<file path="src/hdl/mcaq_pkg.sv">
// Package for the multi-consumer acknowledgement queue.
// Holds request codes, register indexes, port widths and parameter defaults.
// No dependencies.
package mcaq_pkg;

    // Parameter defaults.
    localparam int QUEUE_DEPTH_DEF   = 8;
    localparam int MAX_CONSUMERS_DEF = 16;

    // Port widths fixed by the interface.
    localparam int CID_W   = 32;
    localparam int BID_W   = 64;
    localparam int SEQ_W   = 32;
    localparam int SIZE_W  = 32;
    localparam int QCNT_W  = 4;
    localparam int RCNT_W  = 5;
    localparam int CFG_W   = 32;
    localparam int LIMIT_W = 4;

    // Reset values of the configuration registers.
    localparam logic [LIMIT_W-1:0] LIMIT_RST    = 4'd8;
    localparam logic [CFG_W-1:0]   CAPACITY_RST = 32'd65536;

    // Request codes.
    typedef enum logic [1:0] {
        REQ_REGISTER   = 2'd0,
        REQ_UNREGISTER = 2'd1,
        REQ_PUBLISH    = 2'd2,
        REQ_ACK        = 2'd3
    } t_req;

    // Configuration register indexes.
    typedef enum logic {
        CFG_QUEUE_LIMIT   = 1'b0,
        CFG_DATA_CAPACITY = 1'b1
    } t_cfg_idx;

endpackage

</file>
<file path="src/hdl/mcaq_eq.sv">
// Shared equality unit of the acknowledgement queue sequencer.
// Depends on mcaq_pkg for the default operand width.
module mcaq_eq import mcaq_pkg::*; #(
    parameter int WIDTH = BID_W
) (
    input  logic [WIDTH-1:0] i_a,
    input  logic [WIDTH-1:0] i_b,
    output logic             o_eq
);

    // One wide compare, reused by every search of the sequencer.
    assign o_eq = ~|(i_a ^ i_b);

endmodule

</file>
<file path="config.mk">
export PLATFORM = sky130hd
export DESIGN_NAME = mcaq_eq
export DESIGN_NICKNAME = d
export VERILOG_FILES = /design/src/hdl/mcaq_pkg.sv /design/src/hdl/mcaq_eq.sv
export SDC_FILE = /design/constraint.sdc
export NUM_CORES = 1
export LEC_CHECK = 0
export BUFFER_PORTS_ARGS = -buffer_cell sky130_fd_sc_hd__buf_2
export CELL_PAD_IN_SITES_DETAIL_PLACEMENT = 2
export CELL_PAD_IN_SITES_GLOBAL_PLACEMENT = 2
export CORE_UTILIZATION = 11
export DETAILED_ROUTE_END_ITERATION = 7
export GPL_TIMING_DRIVEN = 0
export PLACE_DENSITY_LB_ADDON = 0.1
export SLEW_MARGIN = 20
export SYNTH_ARGS = -nofsm -noshare
export SYNTH_HDL_FRONTEND = slang
export SYNTH_SLANG_ARGS = --single-unit
export TNS_END_PERCENT = 100
</file>
<file path="constraint.sdc">
create_clock -name vclk -period 2.03
set_clock_uncertainty 0.2 [all_clocks]
set_input_delay 0.203 -clock vclk [all_inputs]
set_output_delay 0.203 -clock vclk [all_outputs]
set_load 0.05 [all_outputs]
</file>
Word level (Yosys, flattened, before mapping) --
Cells that the tools add are included.
Cells by class: bitwise gates (word level) 1, reductions and logical operators 2
Operator list (count):
- OR reduction 64 bit | 1
- bitwise XOR 64 bit | 1
- logical NOT 1 bit | 1
Storage, ports and cells: flip-flop bits (word level) 0, word-level logic and storage cells 3

Longest topological paths before layout --
word-level depth 3, gate-level depth with buffers 4, depth with buffers taken out 4

Worst setup path after synthesis --
No wires, ideal clock.
kind input to output, from in i_b[10], to out o_eq, arrival time 1.723 ns, path slack -0.096 ns, stages 4, cells stage by stage xor2_1 > nor4_1 > nand4_1 > nor4_2
On the way: longest elaborated chain between the ends 3
Ends and longest elaborated chain:
- from (decl) | line mcaq_eq.sv:7 | input logic [WIDTH-1:0] i_b,
- bitwise XOR 64 bit | line mcaq_eq.sv:12 | assign o_eq = ~|(i_a ^ i_b);
- OR reduction 64 bit | line mcaq_eq.sv:12
- logical NOT 1 bit | line mcaq_eq.sv:12
- to (decl) | line mcaq_eq.sv:8 | output logic o_eq
Every way passes these cells.

Worst setup path in the final report --
from in i_b[28], to out o_eq
Same word-level chain as after synthesis.

==> key figures <==
Synthesis
  – Area share of the largest cell type after synthesis: 80.29%
  – Largest area contributor in the netlist: xor2_1
  – Register area share after synthesis: 0%
  – Mapped Area: 698.2 µm²
  – Average size of a mapped cell: 8.214 µm²
  – Yosys warns: 0
  – Post-synthesis net count: 213
  – Most frequent cell after synthesis: xor2_1
  – Post-Syn Instances: 85
  – Top cells by area, synth: xor2_1 (80%), nor4_1 (14%), nand4_1 (3.6%)
  – Cell variety after synth: 4
  – Synth top cells by count: xor2_1 (64), nor4_1 (16), nand4_1 (4), nor4_2 (1)

Worst setup path
  – Worst EP arrival: 1.52 ns
  – Slowest stage delay, CP: 0.33 ns
  – Worst Path Required: around 1.6 ns
  – CP max-delay cell: nor4_4
  – CP Cell Sequence: buf_2, xor2_1, nor4_2, nand4_1, nor4_4, buf_6
  – Critical Path Fanout Max: 1
  – Startpoint types: primary input
  – Crit path max-delay family: simple AND/OR/NAND/NOR gates
  – Crit end category: output port
  – CP Class: primary input to output port
  – CP Buf/Inv Count: 2

Run
  – Max-Cap Viols: 0

Global routing
  – Pin count of the biggest net entering global routing: 2
  – First-pass GRT wire length: between 4000 and 5000 µm
  – Number of global-route vias before repair: 1289
  – Initial antenna violation count: 0
  – Grt total ovfl: 0
  – Global-route usage over all layers: 9.444%

Floorplanning
  – Cell Rows: 28
  – Die height: 81.67 µm
  – # IOs: roughly 130
  – Core Footprint: 6026 µm²
  – Chip Width: between 80 and 90 µm
  – DIE AREA: 6670 µm²
  – Initial Utilization: 11.59%

Cells and area
  – Synthesis-to-finish area growth: 109.0%
  – CLK BUF: 0
  – Fillers: 764
  – Num sequential: 0
  – Nets: 344
  – Register area: 0 µm²
  – Share of cells above drive strength 1: 61.21%
  – Core Util, Final: 24.21%
  – Ant. Diodes: 0
  – Layout Cells excl Fill: 289

Timing
  – Final worst setup slack: about 0.11 ns
  – Finish-stage setup viols: 0
  – RSZ-0062 raised after global routing: false
  – Fmax: roughly 520 MHz
  – Relative slew slack: 77.61%
  – Final Cycle Share: 94.65%
  – Hold_ws: 0.8058 ns
  – Final Slew Violations: 0
  – Final Hold Viols: 0
  – Total negative slack: 0 ns
  – Min Tclk post-route: 1.921 ns
  – Worst-margin pin slew: about 0.33 ns

Place
  – Post-DP HPWL: 3481 µm
  – PortBufs: 129
  – Pre-CTS setup slack: -0.07561 ns
  – Dpl cells: 289
  – GP Congestion: 0.6412

Drt
  – DR WL/cell: 12.22 µm
  – Vias: 1120
  – Drt total wl: ~3500 µm
  – Post-route ant nets: 0
  – Via density: 3.875
  – DRC: 0
  – DR iter-0 viols: 2
  – Drt first pass iters: 4

Power
  – P per Cell Area: 168.8 nW/µm²
  – Peak supply drop: 42.70 µV
  – Pleak: 0.8091 nW

Clock tree
  – Post-CTS Setup Repair Bufs: 0
  – Hold_buf cts: 0

Outcome
  – Outcome: complete, no violations

Min path
  – Worst min path class: primary input to output port
layer usage:
metal	track usage, %	share of wire, %	up-vias
li1	-	-	555
met1	7.516	28	501
met5	0	0	-
met3	1.222	10	0
met2	23.50	62	64
met4	0	0	0
stage by stage:
step / cell area, µm² / power (mW)
floorplan: 706.9 / 0.08921
global placement: 1446 / 0.2367
detailed placement: 1446 / 0.2491
CTS: 1455 / 0.2527
global route: 1459 / 0.2742
finish: 1459 / 0.2463
placed cells by master (no fill, tap or decap), drive strengths merged:
cell type and count:
nor4 17, buf 129, xor2 64, nand4 4
power by group:
group	internal, mW	switching [mW]
logic	0.145	0.101
registers	0	0
clock network	0	0
total	0.145	0.101
what timing repair did:
item                       4_1_cts  5_1_grt
hold endpoints to repair         0        0
pin swaps                        1        1
setup endpoints to repair        1        1
resized for setup                2        1
cell families after synthesis:
| kind of cell | share of synthesized area [%] |
|---|---|
| and+or+nand+nor | 19.71 |
| xor gates and xnor gates | 80.29 |
worst paths after layout:
check / depth (start not counted) / slack, ns / startpoint / end
setup / recovery: 6 / 0.11 / i_b[28] / o_eq
hold / removal: 6 / 0.81 / i_b[18] / o_eq
layout make-up:
cell class	count	area [µm²]	share of cell area, %
timing repair buffer	129	651.9	44.68
multi-input combinational	85	713.2	48.89
tap	75	93.84	6.432
Note: power is estimated with default switching activity, not from simulation.
